<file path="config.mk">
export PLATFORM = sky130hd
export DESIGN_NAME = connection_admission_limiter_unit
export DESIGN_NICKNAME = d
export VERILOG_FILES = /design/src/hw/rtl/cal_pkg.sv /design/src/hw/rtl/connection_admission_limiter_unit.sv /design/src/hw/rtl/cal_front.sv /design/src/hw/rtl/cal_queue.sv /design/src/hw/rtl/cal_back.sv
export SDC_FILE = /design/constraint.sdc
export NUM_CORES = 2
export LEC_CHECK = 0
export BUFFER_PORTS_ARGS = -buffer_cell sky130_fd_sc_hd__buf_2
export CAP_MARGIN = 30
export CORE_AREA = 2 2 628 630
export CTS_CLUSTER_SIZE = 25
export DETAILED_ROUTE_END_ITERATION = 12
export DIE_AREA = 0 0 630 632
export GPL_TIMING_DRIVEN = 0
export PLACE_DENSITY_LB_ADDON = 0.08
export SLEW_MARGIN = 20
export SYNTH_ARGS = -nofsm -noshare
export SYNTH_HDL_FRONTEND = slang
export SYNTH_HIERARCHICAL = 1
export SYNTH_MEMORY_MAX_BITS = 65536
export SYNTH_SLANG_ARGS = --single-unit
</file>
<file path="constraint.sdc">
create_clock -name i_clk -period 7.92 [get_ports i_clk]
set_input_delay 1.188 -clock i_clk [delete_from_list [all_inputs] [get_ports i_clk]]
set_output_delay 1.188 -clock i_clk [all_outputs]
set_load 0.05 [all_outputs]
</file>
<file path="src/hw/rtl/cal_pkg.sv">
`default_nettype none

package cal_pkg;

    // command codes on the input item
    localparam logic [1:0] CMD_REQUEST = 2'd0;
    localparam logic [1:0] CMD_BLOCK   = 2'd1;
    localparam logic [1:0] CMD_UNBLOCK = 2'd2;

    // result status codes
    localparam logic [2:0] STATUS_ADMITTED     = 3'd0;
    localparam logic [2:0] STATUS_BLOCKED      = 3'd1;
    localparam logic [2:0] STATUS_TOO_MANY     = 3'd2;
    localparam logic [2:0] STATUS_RATE         = 3'd3;
    localparam logic [2:0] STATUS_BLOCK_DONE   = 3'd4;
    localparam logic [2:0] STATUS_TABLE_FULL   = 3'd5;
    localparam logic [2:0] STATUS_UNBLOCK_DONE = 3'd6;
    localparam logic [2:0] STATUS_UNKNOWN      = 3'd7;

    // configuration register indexes (paddr[3:2])
    localparam logic [1:0] REG_MAX_OPEN   = 2'd0;
    localparam logic [1:0] REG_MAX_PER_WN = 2'd1;
    localparam logic [1:0] REG_WINDOW     = 2'd2;

    localparam logic [15:0] RST_MAX_OPEN   = 16'd100;
    localparam logic [6:0]  RST_MAX_PER_WN = 7'd10;
    localparam logic [31:0] RST_WINDOW     = 32'd1000;

    // queue between front and back
    localparam int QUEUE_DEPTH = 2;
    localparam int QPW         = $clog2(QUEUE_DEPTH);
    localparam int QCW         = $clog2(QUEUE_DEPTH + 1);

    typedef struct packed {
        logic [1:0]  command;
        logic [31:0] source_address;
        logic [31:0] now_ticks;
        logic [15:0] open_connections;
    } t_item;

    typedef struct packed {
        logic       accepted;
        logic [2:0] status;
    } t_result;

    typedef struct packed {
        logic [15:0] max_open_connections;
        logic [6:0]  max_per_window;
        logic [31:0] window_ticks;
    } t_cfg;

    typedef enum logic [1:0] {
        OP_REQUEST,
        OP_BLOCK,
        OP_UNBLOCK,
        OP_UNKNOWN
    } t_op;

    typedef struct packed {
        t_op         op;
        logic [31:0] addr;
        logic [31:0] now;
        logic        too_many;
    } t_job;

    typedef struct packed {
        logic empty;
        logic full;
    } t_queue_status;

    typedef enum logic [2:0] {
        ST_CLEAR,
        ST_IDLE,
        ST_SCAN,
        ST_SCAN_TAIL,
        ST_DECIDE,
        ST_PRUNE_RD,
        ST_PRUNE_CHK
    } t_back_state;

endpackage

`default_nettype wire

</file>
<file path="src/hw/rtl/connection_admission_limiter_unit.sv">
`default_nettype none

// channel    | direction | handshake                          | payload
// request    | in        | start & !busy                      | i_item (cal_pkg::t_item)
// result     | out       | o_result_valid, one cycle strobe   | o_result (cal_pkg::t_result)
// config     | in        | psel & penable & pwrite (pready=1) | pwdata at paddr[3:2]
//
// after reset a clearing pass over every block table entry empties the table, busy stays high
// with the back idle, a job is popped and the block table is scanned entry by entry, then block,
// unblock and blocked or too-many requests finish in the decide state; a request reaching the
// rate check first drops each expired ring entry; an unknown command is answered from idle
// a two-entry queue sits between the front and the back, busy rises when it is full
// results cannot be stalled; each is shown for exactly one cycle

module connection_admission_limiter_unit #(
    parameter int BLOCK_ENTRIES = 64,
    parameter int WINDOW_DEPTH  = 64
) (
    input  wire logic              i_clk,
    input  wire logic              i_rst_n,
    input  wire logic              start,
    output logic                   busy,
    input  wire cal_pkg::t_item    i_item,
    output logic                   o_result_valid,
    output cal_pkg::t_result       o_result,
    input  wire logic              psel,
    input  wire logic              penable,
    input  wire logic              pwrite,
    input  wire logic [3:0]        paddr,
    input  wire logic [31:0]       pwdata,
    output logic [31:0]            prdata,
    output logic                   pready
);

    cal_pkg::t_cfg           r_cfg;
    cal_pkg::t_cfg           n_cfg;
    cal_pkg::t_job           front_job;
    cal_pkg::t_job           q_job;
    cal_pkg::t_queue_status  q_status;
    logic                    push;
    logic                    pop;
    logic                    clearing;
    logic                    cfg_wr;

    assign pready = 1'b1;
    assign cfg_wr = psel & penable & pwrite & pready;

    always_comb begin
        n_cfg = r_cfg;
        if (cfg_wr) begin
            case (paddr[3:2])
                cal_pkg::REG_MAX_OPEN:   n_cfg.max_open_connections = pwdata[15:0];
                cal_pkg::REG_MAX_PER_WN: n_cfg.max_per_window       = pwdata[6:0];
                cal_pkg::REG_WINDOW:     n_cfg.window_ticks         = pwdata;
                default: begin
                end
            endcase
        end
    end

    always_comb begin
        case (paddr[3:2])
            cal_pkg::REG_MAX_OPEN:   prdata = 32'(r_cfg.max_open_connections);
            cal_pkg::REG_MAX_PER_WN: prdata = 32'(r_cfg.max_per_window);
            cal_pkg::REG_WINDOW:     prdata = r_cfg.window_ticks;
            default:                 prdata = '0;
        endcase
    end

    always_ff @(posedge i_clk) begin
        if (!i_rst_n) begin
            r_cfg.max_open_connections <= cal_pkg::RST_MAX_OPEN;
            r_cfg.max_per_window       <= cal_pkg::RST_MAX_PER_WN;
            r_cfg.window_ticks         <= cal_pkg::RST_WINDOW;
        end else begin
            r_cfg <= n_cfg;
        end
    end

    cal_front u_front (
        .i_start    (start),
        .i_item     (i_item),
        .i_cfg      (r_cfg),
        .i_q_status (q_status),
        .i_clearing (clearing),
        .o_busy     (busy),
        .o_push     (push),
        .o_job      (front_job)
    );

    cal_queue u_queue (
        .i_clk    (i_clk),
        .i_rst_n  (i_rst_n),
        .i_push   (push),
        .i_job    (front_job),
        .i_pop    (pop),
        .o_job    (q_job),
        .o_status (q_status)
    );

    cal_back #(
        .BLOCK_ENTRIES (BLOCK_ENTRIES),
        .WINDOW_DEPTH  (WINDOW_DEPTH)
    ) u_back (
        .i_clk          (i_clk),
        .i_rst_n        (i_rst_n),
        .i_cfg          (r_cfg),
        .i_job          (q_job),
        .i_job_vld      (!q_status.empty),
        .o_pop          (pop),
        .o_clearing     (clearing),
        .o_result_valid (o_result_valid),
        .o_result       (o_result)
    );

endmodule

`default_nettype wire

</file>
<file path="src/hw/rtl/cal_front.sv">
`default_nettype none

module cal_front (
    input  wire logic                   i_start,
    input  wire cal_pkg::t_item         i_item,
    input  wire cal_pkg::t_cfg          i_cfg,
    input  wire cal_pkg::t_queue_status i_q_status,
    input  wire logic                   i_clearing,
    output logic                        o_busy,
    output logic                        o_push,
    output cal_pkg::t_job               o_job
);

    assign o_busy = i_q_status.full | i_clearing;
    assign o_push = i_start & ~o_busy;

    always_comb begin
        case (i_item.command)
            cal_pkg::CMD_REQUEST: o_job.op = cal_pkg::OP_REQUEST;
            cal_pkg::CMD_BLOCK:   o_job.op = cal_pkg::OP_BLOCK;
            cal_pkg::CMD_UNBLOCK: o_job.op = cal_pkg::OP_UNBLOCK;
            default:              o_job.op = cal_pkg::OP_UNKNOWN;
        endcase
        o_job.addr     = i_item.source_address;
        o_job.now      = i_item.now_ticks;
        // the user must keep config stable while requests are in flight (not enforced), so the limit check runs here
        o_job.too_many = (i_item.open_connections >= i_cfg.max_open_connections);
    end

endmodule

`default_nettype wire

</file>
<file path="src/hw/rtl/cal_queue.sv">
`default_nettype none

module cal_queue (
    input  wire logic                   i_clk,
    input  wire logic                   i_rst_n,
    input  wire logic                   i_push,
    input  wire cal_pkg::t_job          i_job,
    input  wire logic                   i_pop,
    output cal_pkg::t_job               o_job,
    output cal_pkg::t_queue_status      o_status
);

    cal_pkg::t_job                r_entry [cal_pkg::QUEUE_DEPTH];
    logic [cal_pkg::QPW-1:0]      r_wr_ptr;
    logic [cal_pkg::QPW-1:0]      r_rd_ptr;
    logic [cal_pkg::QCW-1:0]      r_count;
    logic [cal_pkg::QPW-1:0]      n_wr_ptr;
    logic [cal_pkg::QPW-1:0]      n_rd_ptr;
    logic [cal_pkg::QCW-1:0]      n_count;

    assign o_job           = r_entry[r_rd_ptr];
    assign o_status.empty  = (r_count == '0);
    assign o_status.full   = (r_count == cal_pkg::QCW'(cal_pkg::QUEUE_DEPTH));

    always_comb begin
        n_wr_ptr = i_push ? r_wr_ptr + 1'b1 : r_wr_ptr;
        n_rd_ptr = i_pop ? r_rd_ptr + 1'b1 : r_rd_ptr;
        n_count  = r_count;
        if (i_push && !i_pop) begin
            n_count = r_count + 1'b1;
        end else if (i_pop && !i_push) begin
            n_count = r_count - 1'b1;
        end
    end

    always_ff @(posedge i_clk) begin
        if (!i_rst_n) begin
            r_wr_ptr <= '0;
            r_rd_ptr <= '0;
            r_count  <= '0;
        end else begin
            r_wr_ptr <= n_wr_ptr;
            r_rd_ptr <= n_rd_ptr;
            r_count  <= n_count;
        end
    end

    always_ff @(posedge i_clk) begin
        if (i_push) begin
            r_entry[r_wr_ptr] <= i_job;
        end
    end

endmodule

`default_nettype wire

</file>
<file path="src/hw/rtl/cal_back.sv">
`default_nettype none

module cal_back #(
    parameter int BLOCK_ENTRIES = 64,
    parameter int WINDOW_DEPTH  = 64
) (
    input  wire logic              i_clk,
    input  wire logic              i_rst_n,
    input  wire cal_pkg::t_cfg     i_cfg,
    input  wire cal_pkg::t_job     i_job,
    input  wire logic              i_job_vld,
    output logic                   o_pop,
    output logic                   o_clearing,
    output logic                   o_result_valid,
    output cal_pkg::t_result       o_result
);

    localparam int BW = (BLOCK_ENTRIES > 1) ? $clog2(BLOCK_ENTRIES) : 1;
    localparam int RW = (WINDOW_DEPTH > 1) ? $clog2(WINDOW_DEPTH) : 1;
    localparam int CW = $clog2(WINDOW_DEPTH + 1);
    localparam int SW = RW + 1;
    localparam logic [BW-1:0] BLK_LAST   = BW'(BLOCK_ENTRIES - 1);
    localparam logic [RW-1:0] RING_LAST  = RW'(WINDOW_DEPTH - 1);
    localparam logic [SW-1:0] RING_SIZE  = SW'(WINDOW_DEPTH);
    localparam logic [CW-1:0] COUNT_FULL = CW'(WINDOW_DEPTH);

    // block table entry: {valid, address}
    logic [32:0]            r_blk_mem [BLOCK_ENTRIES];
    logic [31:0]            r_ring_mem [WINDOW_DEPTH];

    cal_pkg::t_back_state   r_state;
    cal_pkg::t_back_state   n_state;
    cal_pkg::t_job          r_job;
    cal_pkg::t_job          n_job;
    logic [BW-1:0]          r_scan_idx;
    logic [BW-1:0]          n_scan_idx;
    logic                   r_chk_vld;
    logic                   n_chk_vld;
    logic [BW-1:0]          r_chk_idx;
    logic                   r_hit;
    logic                   n_hit;
    logic [BW-1:0]          r_hit_idx;
    logic [BW-1:0]          n_hit_idx;
    logic                   r_free;
    logic                   n_free;
    logic [BW-1:0]          r_free_idx;
    logic [BW-1:0]          n_free_idx;
    logic [RW-1:0]          r_oldest;
    logic [RW-1:0]          n_oldest;
    logic [CW-1:0]          r_count;
    logic [CW-1:0]          n_count;
    logic                   r_res_vld;
    logic                   n_res_vld;
    cal_pkg::t_result       r_res;
    cal_pkg::t_result       n_res;
    logic [32:0]            r_blk_q;
    logic [31:0]            r_ring_q;

    logic                   blk_we;
    logic [BW-1:0]          blk_waddr;
    logic [32:0]            blk_wdata;
    logic                   ring_we;
    logic                   match;
    logic                   free_seen;
    logic [SW-1:0]          tail_sum;
    logic [RW-1:0]          tail;
    logic [31:0]            age;
    logic                   expire;
    logic                   rate_hit;

    assign o_clearing     = (r_state == cal_pkg::ST_CLEAR);
    assign o_result_valid = r_res_vld;
    assign o_result       = r_res;

    always_comb begin
        match     = r_chk_vld & r_blk_q[32] & (r_blk_q[31:0] == r_job.addr);
        free_seen = r_chk_vld & ~r_blk_q[32];
        tail_sum  = SW'(r_oldest) + SW'(r_count);
        tail      = (tail_sum >= RING_SIZE) ? RW'(tail_sum - RING_SIZE) : RW'(tail_sum);
        // wrap-safe age of the oldest recorded accept
        age       = r_job.now - r_ring_q;
        expire    = (r_count != '0) && (age > i_cfg.window_ticks);
        rate_hit  = (r_count == COUNT_FULL) || (32'(r_count) >= 32'(i_cfg.max_per_window));
    end

    // next state
    always_comb begin
        n_state = r_state;
        case (r_state)
            cal_pkg::ST_CLEAR: begin
                if (r_scan_idx == BLK_LAST) n_state = cal_pkg::ST_IDLE;
            end
            cal_pkg::ST_IDLE: begin
                if (i_job_vld && i_job.op != cal_pkg::OP_UNKNOWN) n_state = cal_pkg::ST_SCAN;
            end
            cal_pkg::ST_SCAN: begin
                if (r_scan_idx == BLK_LAST) n_state = cal_pkg::ST_SCAN_TAIL;
            end
            cal_pkg::ST_SCAN_TAIL: begin
                n_state = cal_pkg::ST_DECIDE;
            end
            cal_pkg::ST_DECIDE: begin
                if (r_job.op == cal_pkg::OP_REQUEST && !r_hit && !r_job.too_many) begin
                    n_state = cal_pkg::ST_PRUNE_RD;
                end else begin
                    n_state = cal_pkg::ST_IDLE;
                end
            end
            cal_pkg::ST_PRUNE_RD: begin
                n_state = cal_pkg::ST_PRUNE_CHK;
            end
            cal_pkg::ST_PRUNE_CHK: begin
                n_state = expire ? cal_pkg::ST_PRUNE_RD : cal_pkg::ST_IDLE;
            end
            default: n_state = cal_pkg::ST_IDLE;
        endcase
    end

    // datapath and memory controls
    always_comb begin
        n_job      = r_job;
        n_scan_idx = r_scan_idx;
        n_chk_vld  = 1'b0;
        n_hit      = r_hit | match;
        n_hit_idx  = match ? r_chk_idx : r_hit_idx;
        n_free     = r_free | free_seen;
        n_free_idx = (free_seen && !r_free) ? r_chk_idx : r_free_idx;
        n_oldest   = r_oldest;
        n_count    = r_count;
        n_res_vld  = 1'b0;
        n_res      = r_res;
        o_pop      = 1'b0;
        blk_we     = 1'b0;
        blk_waddr  = r_scan_idx;
        blk_wdata  = '0;
        ring_we    = 1'b0;
        case (r_state)
            cal_pkg::ST_CLEAR: begin
                blk_we     = 1'b1;
                n_scan_idx = (r_scan_idx == BLK_LAST) ? '0 : r_scan_idx + 1'b1;
            end
            cal_pkg::ST_IDLE: begin
                if (i_job_vld) begin
                    o_pop      = 1'b1;
                    n_job      = i_job;
                    n_hit      = 1'b0;
                    n_free     = 1'b0;
                    n_scan_idx = '0;
                    if (i_job.op == cal_pkg::OP_UNKNOWN) begin
                        n_res_vld = 1'b1;
                        n_res     = '{accepted: 1'b0, status: cal_pkg::STATUS_UNKNOWN};
                    end
                end
            end
            cal_pkg::ST_SCAN: begin
                n_chk_vld = 1'b1;
                if (r_scan_idx != BLK_LAST) n_scan_idx = r_scan_idx + 1'b1;
            end
            cal_pkg::ST_SCAN_TAIL: begin
            end
            cal_pkg::ST_DECIDE: begin
                case (r_job.op)
                    cal_pkg::OP_REQUEST: begin
                        if (r_hit) begin
                            n_res_vld = 1'b1;
                            n_res     = '{accepted: 1'b0, status: cal_pkg::STATUS_BLOCKED};
                        end else if (r_job.too_many) begin
                            n_res_vld = 1'b1;
                            n_res     = '{accepted: 1'b0, status: cal_pkg::STATUS_TOO_MANY};
                        end
                    end
                    cal_pkg::OP_BLOCK: begin
                        n_res_vld = 1'b1;
                        n_res     = '{accepted: 1'b0, status: cal_pkg::STATUS_BLOCK_DONE};
                        if (!r_hit) begin
                            if (r_free) begin
                                blk_we    = 1'b1;
                                blk_waddr = r_free_idx;
                                blk_wdata = {1'b1, r_job.addr};
                            end else begin
                                n_res.status = cal_pkg::STATUS_TABLE_FULL;
                            end
                        end
                    end
                    cal_pkg::OP_UNBLOCK: begin
                        n_res_vld = 1'b1;
                        n_res     = '{accepted: 1'b0, status: cal_pkg::STATUS_UNBLOCK_DONE};
                        if (r_hit) begin
                            blk_we    = 1'b1;
                            blk_waddr = r_hit_idx;
                            blk_wdata = {1'b0, r_job.addr};
                        end
                    end
                    default: begin
                    end
                endcase
            end
            cal_pkg::ST_PRUNE_RD: begin
            end
            cal_pkg::ST_PRUNE_CHK: begin
                if (expire) begin
                    n_oldest = (r_oldest == RING_LAST) ? '0 : r_oldest + 1'b1;
                    n_count  = r_count - 1'b1;
                end else if (rate_hit) begin
                    n_res_vld = 1'b1;
                    n_res     = '{accepted: 1'b0, status: cal_pkg::STATUS_RATE};
                end else begin
                    ring_we   = 1'b1;
                    n_count   = r_count + 1'b1;
                    n_res_vld = 1'b1;
                    n_res     = '{accepted: 1'b1, status: cal_pkg::STATUS_ADMITTED};
                end
            end
            default: begin
            end
        endcase
    end

    always_ff @(posedge i_clk) begin
        if (!i_rst_n) begin
            r_state    <= cal_pkg::ST_CLEAR;
            r_scan_idx <= '0;
            r_chk_vld  <= 1'b0;
            r_hit      <= 1'b0;
            r_free     <= 1'b0;
            r_oldest   <= '0;
            r_count    <= '0;
            r_res_vld  <= 1'b0;
        end else begin
            r_state    <= n_state;
            r_scan_idx <= n_scan_idx;
            r_chk_vld  <= n_chk_vld;
            r_hit      <= n_hit;
            r_free     <= n_free;
            r_oldest   <= n_oldest;
            r_count    <= n_count;
            r_res_vld  <= n_res_vld;
        end
    end

    always_ff @(posedge i_clk) begin
        r_job      <= n_job;
        r_chk_idx  <= r_scan_idx;
        r_hit_idx  <= n_hit_idx;
        r_free_idx <= n_free_idx;
        r_res      <= n_res;
    end

    // block table: one write port, one registered read port
    always_ff @(posedge i_clk) begin
        if (blk_we) begin
            r_blk_mem[blk_waddr] <= blk_wdata;
        end
        r_blk_q <= r_blk_mem[r_scan_idx];
    end

    // accept time ring
    always_ff @(posedge i_clk) begin
        if (ring_we) begin
            r_ring_mem[tail] <= r_job.now;
        end
        r_ring_q <= r_ring_mem[r_oldest];
    end

    a_count_bound: assert property (@(posedge i_clk) disable iff (!i_rst_n)
        r_count <= COUNT_FULL)
        else $error("ring count above depth");

    a_no_result_clear: assert property (@(posedge i_clk) disable iff (!i_rst_n)
        r_state == cal_pkg::ST_CLEAR |-> !r_res_vld)
        else $error("result during clearing pass");

    a_accept_status: assert property (@(posedge i_clk) disable iff (!i_rst_n)
        r_res_vld && r_res.accepted |-> r_res.status == cal_pkg::STATUS_ADMITTED)
        else $error("accepted flag with wrong status");

    a_pop_nonempty: assert property (@(posedge i_clk) disable iff (!i_rst_n)
        o_pop |-> i_job_vld)
        else $error("pop from empty queue");

endmodule

`default_nettype wire
</file>
Word-level counts from Yosys, hierarchy flattened
Memory sizes are Yosys's and may differ from the RTL's. A register that Yosys moved wholly into a read port is not among the register bits. Index checks and enable logic that the tools add are counted.

Flip-flop bits (word level): 174. Memory bits (writable): 4294. Memories: 3.

Memories: u_back.r_blk_mem (words 64, bits a word 33, rd ports 1, clocked after Yosys merged registers in 1, write ports 1, RTL line cal_back.sv:28) `logic [32:0] r_blk_mem [BLOCK_ENTRIES];`; u_back.r_ring_mem (words 64, bits a word 32, rd ports 1, clocked after Yosys merged registers in 1, write ports 1, RTL line cal_back.sv:29) `logic [31:0] r_ring_mem [WINDOW_DEPTH];`; u_queue.r_entry (words 2, bits a word 67, rd ports 1, clocked after Yosys merged registers in 1, write ports 1, RTL line cal_queue.sv:13) `cal_pkg::t_job r_entry [cal_pkg::QUEUE_DEPTH];`.

Add/sub/neg operators: 11. $lt $le $gt $ge: 4. Eq/ne operators: 30. Multiplexer cells: 68. Bitwise operators: 12. Reduce and logical (&&, ||, !) cells: 33.

Operator list (number): 33-bit two-way mux (3); 32-bit one-hot mux with 3 select lines (1); 33-bit one-hot mux with 2 select lines (1); 6-bit two-way mux (9); 32-bit == test (1); 32-bit > comparator (1); 32-bit two-way mux (1); 32-bit subtractor (1); 1-bit two-way mux (27); 4-bit two-way mux (6); 4-bit one-hot mux with 3 select lines (2); 3-bit one-hot mux with 7 select lines (1); 3-bit two-way mux (6); 6-bit one-hot mux with 3 select lines (1); 16-bit greater-or-equal comparator (1); 7-bit two-way mux (2); 6-bit by 1-bit adder with 6-bit output (second input constant) (2); 6-bit == test (second input constant) (2); 2-bit by 1-bit != test with 1-bit output (second input constant) (6); 6-bit one-hot mux with 2 select lines (1); 2-bit AND reduction (6); 2-bit == test (second input constant) (5); 3-bit == test (second input constant) (3); 2-bit zero test (4); 33 further kinds (65).

Depth between registers and ports, before layout
Depth in word-level cells: 8. Mapped depth: 30. Depth with buffers taken out: 30.

Hierarchy
Netlist, hierarchy kept.

By module, submodules not included: cal_back (times used 1, cells an instance 6872, area an instance 166868.8 um2, seq. area each 129354.1 um2); cal_queue (times used 1, cells an instance 230, area an instance 5166.2 um2, seq. area each 4124.0 um2); connection_admission_limiter_unit (times used 1, cells an instance 294, area an instance 2620.0 um2, seq. area each 1101.1 um2); cal_front (times used 1, cells an instance 125, area an instance 900.9 um2, seq. area each 0.0 um2).

Least setup slack after synthesis
OpenSTA, ideal clock, no wires.

Kind: register -> register. Start point: register u_back/r_job[2] (netlist bit). End point: memory u_back.r_ring_mem[24][0] (enable). Setup time: 421 ps. Arrival: 6454 ps. Data required time: 7499 ps. Setup slack: 1045 ps. Stages on the path, launching flop included: 22. Path through: edfxtp_1 > ha_1 > nor2b_1 > o21a_1 > o21a_1 > o41a_1 > a31oi_1 > o21ai_1 > a21o_1 > a21oi_1 > xnor2_1 > ha_1 > a21o_1 > a21o_1 > a21oi_1 > o21a_1 > o221ai_1 > a21oi_1 > or2_1 > buf_4 > nand4_2 > nor2_1.

Word-level cells in the longest chain between the ends: 7.

RTL lines: from (decl) (RTL line cal_back.sv:33) `cal_pkg::t_job r_job;`; from (signal assigned) (RTL line cal_back.sv:242) `r_job <= n_job;`; 32-bit subtractor (RTL line cal_back.sv:81) `age = r_job.now - r_ring_q;`; 32-bit > comparator (RTL line cal_back.sv:82) `expire = (r_count != '0) && (age > i_cfg.window_ticks);`; 1-bit logical AND (RTL line cal_back.sv:82); 1-bit two-way mux (RTL line cal_back.sv:201) `if (expire) begin`; 1-bit two-way mux (RTL line cal_back.sv:137) `case (r_state)`; 1-bit two-way mux (RTL line cal_back.sv:259) `if (ring_we) begin`; 1-bit two-way mux (not written as such) (RTL line cal_back.sv:260) `r_ring_mem[tail] <= r_job.now;`; to (decl) (RTL line cal_back.sv:29).

No other way between the ends.

Final worst setup path
Start point: register u_back/r_job[15] (netlist bit). End point: register u_back.r_count[6].

Word-level cells in the longest chain between the ends: 5.

RTL lines: 32-bit subtractor * (RTL line cal_back.sv:81); 32-bit > comparator * (RTL line cal_back.sv:82); 1-bit logical AND * (RTL line cal_back.sv:82); 2-bit by 1-bit != test with 1-bit output (no source line); 2-bit AND reduction (no source line); to (signal assigned) (RTL line cal_back.sv:236) `r_count <= n_count;`; to (decl) (RTL line cal_back.sv:50) `logic [CW-1:0] r_count;`.

Mark *: on every way between the ends. The rest lies on a longest branch, timed or not. A chain may end at the register's enable or synchronous reset.

==> summary.txt <==
Run status
  • Status: finished, final reports clean

Detailed routing
  • Router iterations before antenna repair: 6
  • Routed len/inst: between 30 and 40 um
  • Post-DRT Antenna Nets: 0
  • Total vias in the final route: 86000
  • Post-Route WL: ~510 mm
  • Starting DRT DRC Count: roughly 11000
  • Post-route DRC: 0
  • Vias/cell: ~6

Floorplan
  • Site Rows: 230
  • Initial Util: 44.9%
  • Die area: ~0.40 mm2
  • Die X: 630 um
  • Core box area: between 0.3 and 0.4 mm2
  • Chip Height: between 600 and 700 um
  • Ports: between 150 and 200

STA
  • Final worst setup slack: 0.369 ns
  • Min Clock Period, post-route: ~7.6 ns
  • Setup violators final: 0
  • Worst Skew: approximately 0.059 ns
  • Max-slew violation count: 0
  • RSZ-0062 raised after global routing: false
  • F_max: 132 MHz
  • Final Hold Viols: 0
  • Worst slew pin tran: 1.20 ns
  • Crit share post-route: roughly 95%
  • Final hold slack: ~0.37 ns
  • Worst slew margin: approximately 20%

Setup path
  • Crit path capture: u_back/r_count[6]
  • Reg2Reg Depth: 29
  • R2r startpoint: u_back/r_job[15]
  • Slowest stage delay, CP: about 0.65 ns
  • Critical path's slowest cell: edfxtp_1
  • Critical Path AT: between 8 and 9 ns
  • Flop-to-flop setup slack: roughly 0.37 ns
  • Kind of end point of the critical path: flip-flop
  • Max FO, Critical Path: 21
  • CP Launch Point: u_back/r_job[15]
  • Kind of critical path: reg2reg
  • Worst path most repeated cell: a21oi_1
  • CP required: between 8 and 9 ns
  • Reg2Reg Capture Point: u_back/r_count[6]
  • Crit start category: flip-flop

Layout
  • Fin util: 53.3%
  • Synthesis-to-layout area growth: 18.8%
  • Commonest non-fill, non-tap cell in the layout: edfxtp_1
  • Layout cell share with drive strength beyond 1: ~35%
  • Final net count: roughly 8800
  • Most frequent cells in the layout: 4377 x edfxtp_1, 1365 x mux4_2, 478 x clkbuf_16

Pwr
  • Combinational group share of total power: just under 3%
  • Clock Power Share: between 40 and 50%
  • VDD IR max: 0.214 mV
  • Sw Ratio: 20.6%
  • Final Power: 49.2 mW
  • Share of power burned in registers: approximately 53%
  • Pint: between 30 and 40 mW
  • Pwr Density: 236 mW/mm2
  • Switching power: roughly 10 mW
  • Leakage: between 60 and 70 nW

Clock network
  • CTS H-tree lvls: 5
  • Clock sink count: roughly 4500
  • Worst skew pair latency: slightly above 1 ns
  • Root Driver: clkbuf_16
  • Maximum buffer depth of the clock tree: 4
  • Reg clk slew, reported paths: about 0.060 ns
  • CTS tree: done
  • Cts bufs inserted: between 400 and 500
  • Hold buffer count at CTS: 0

Synth
  • Post-synthesis compound-gate area fraction: less than 1%
  • Post-Syn Area: 0.176 mm2
  • Synth Register Bits: between 4000 and 5000
  • Largest family of logic cells by synthesized area: multiplexers
  • Mux cell area share after synthesis: a little under a fifth
  • Synth cell types: approximately 70
  • Synth area leaders: edfxtp_1 75%, mux4_2 18%, dfxtp_1 1.8%
  • XOR/XNOR share of the synthesized area: 0.399%
  • Syn. warnings: 6
  • Top cell type's share of synthesized area: between 70% and 80%
  • Primary FF master, synth: edfxtp_1
  • Number of synthesized flops with an enable pin: approximately 4400
  • Mean area per synthesized cell: 23.3 um2
  • FFs w/ async S/R, synth: 0%
  • Syn_nets: between 7000 and 8000
  • Sequential area share after synthesis: 76.7%
  • Post-synthesis simple-gate area fraction: 1.50%
  • Adder-cell share of the synthesized area: less than 1%
  • Mapped Cells: 7521
  • Synth area leader: edfxtp_1

Global route
  • Number of global-route vias before repair: 85300
  • Gr ovfl total: 0
  • Overall routing resource usage: between 20% and 30%
  • Largest net degree at the start of global routing: 65
  • Antenna violations before repair: between 80 and 90
  • First-pass GRT wire length: approximately 700 mm

Place
  • Hpwl dp: ~360 mm
  • Port Buffers: 93
  • Routability congestion estimate from global placement: 0.856
  • Place WS: -0.294 ns

Worst hold path
  • Hold WC Path Type: reg2reg

Flow run
  • MaxCap Viol Count: 0
## kinds of logic (layout without fill, tap and decap cells)
kind of cell,Yosys count,count (layout)
xor gates and xnor gates,80,80
and+or+nand+nor,548,548
AOI/OAI and AO/OA,215,215
adders and majority gates,106,106
buffers and inverters,534,2008
muxes,1503,1503
other,1,38
DFF,4534,4534
## power groups by stage
stage          registers, mW  clock network (mW)  logic [mW]
4_1_cts                 26.0                22.2        1.41
3_3_place_gp            26.5                   0        1.32
2_1_floorplan           26.5                   0       0.755
6_report                26.0                21.7        1.42
5_1_grt                 26.0                23.1        1.48
3_5_place_dp            26.5                   0        1.40
## registers in the layout (all words and copies together), names as in the netlist, named ones only
name	cells
u_back/o_result_valid	1
u_back/r_blk_q	33
u_back/r_chk_vld	1
u_back/r_oldest	6
u_back/r_hit	1
u_queue/r_wr_ptr	1
u_back/r_state	3
u_back/r_chk_idx	6
u_back/r_count	7
u_back/r_free_idx	6
u_back/r_free	1
u_back/r_job	67
u_back/r_scan_idx	6
u_back/o_result	4
u_back/r_hit_idx	6
u_back/r_blk_mem	2112
r_cfg	55
u_back/r_ring_q	32
u_queue/r_count	2
u_queue/r_entry	134
u_back/r_ring_mem	2048
u_queue/r_rd_ptr	1
## synthesized netlist by cell type, types with 11 or more instances
cell type / number
buf_2: 87
buf_1: 30
mux4_2: 1365
and3_1: 13
nand2_1: 157
nor4_1: 12
inv_1: 114
nor3_1: 12
buf_4: 91
a21oi_1: 66
nor2_1: 180
xnor2_1: 38
mux2_4: 30
nand4_1: 20
mux2_2: 37
nand3_1: 28
nor2b_1: 26
edfxtp_1: 4377
a21o_1: 38
o21ai_0: 34
dfxtp_1: 157
mux2i_1: 71
ha_1: 103
clkbuf_1: 196
xor2_1: 42
o21a_1: 11
buf_6: 13
and2_1: 57
## routing by layer
| layer | vias up | track usage, % | part of all wire [%] |
|---|---|---|---|
| met3 | 676 | 6.54 | 9.9 |
| met2 | 3908 | 37.4 | 44 |
| li1 | 34100 | - | - |
| met1 | 47200 | 37.8 | 43 |
| met4 | 40 | 6.69 | 2.9 |
| met5 | - | 0 | 0.053 |
## through the flow
step | setup TNS (ns) | std cells | instance area, um2
5_1_grt | 0 | 14200 | 209000
4_1_cts | -12.73 | 14200 | 208000
3_3_place_gp | -8561.55 | 12800 | 183000
2_1_floorplan | 0 | 7521 | 176000
6_report | 0 | 14300 | 209000
3_5_place_dp | -127.98 | 13200 | 192000
## what timing repair did
| action | CTS | global route |
|---|---|---|
| endpoints found under the hold margin | 0 | 0 |
| endpoints found under the setup margin | 1132 | 1916 |
| pin swaps | 42 | 0 |
| setup buffers | 75 | 12 |
| resized for setup | 1 | 12 |
## how the worst min path moves through the flow
stage / slack, ns / cells after the start / start / endpoint
3_5_place_dp: 0.35 / 0 / u_back/r_scan_idx[3] / u_back/r_chk_idx[3]
3_3_place_gp: 0.33 / 0 / u_back/r_scan_idx[5] / u_back/r_chk_idx[5]
6_report: 0.37 / 0 / u_back/r_scan_idx[3] / u_back/r_chk_idx[3]
4_1_cts: 0.27 / 1 / i_item[54] / u_queue/r_entry[1][39]
5_1_grt: 0.32 / 1 / i_item[78] / u_queue/r_entry[0][63]
2_1_floorplan: 0.33 / 0 / u_back/r_scan_idx[3] / u_back/r_chk_idx[3]
## critical path: cells and delay by family (launching register included)
family | cells | cell delay, ns
buffers and inverters | 6 | 1.22
flip-flops | 1 | 0.65
adder cells (fa/ha/maj) | 3 | 0.98
XOR/XNOR | 1 | 0.53
multiplexers | 1 | 0.22
AND/OR/NAND/NOR | 5 | 1.28
AO/OA/AOI/OAI | 13 | 2.53
## cell type report
type,count,area [um2]
Tap cell,5220,6530
Antenna cell,37,92.6
Clock buffer,592,12500
Inverter,115,434
Timing Repair Buffer,601,10200
Fill cell,29900,183000
Buffer,419,2180
Sequential cell,4534,135000
Multi-Input combinational cell,2453,39500
Clock inverter,281,2550
Note: power is estimated with default switching activity, not from simulation.
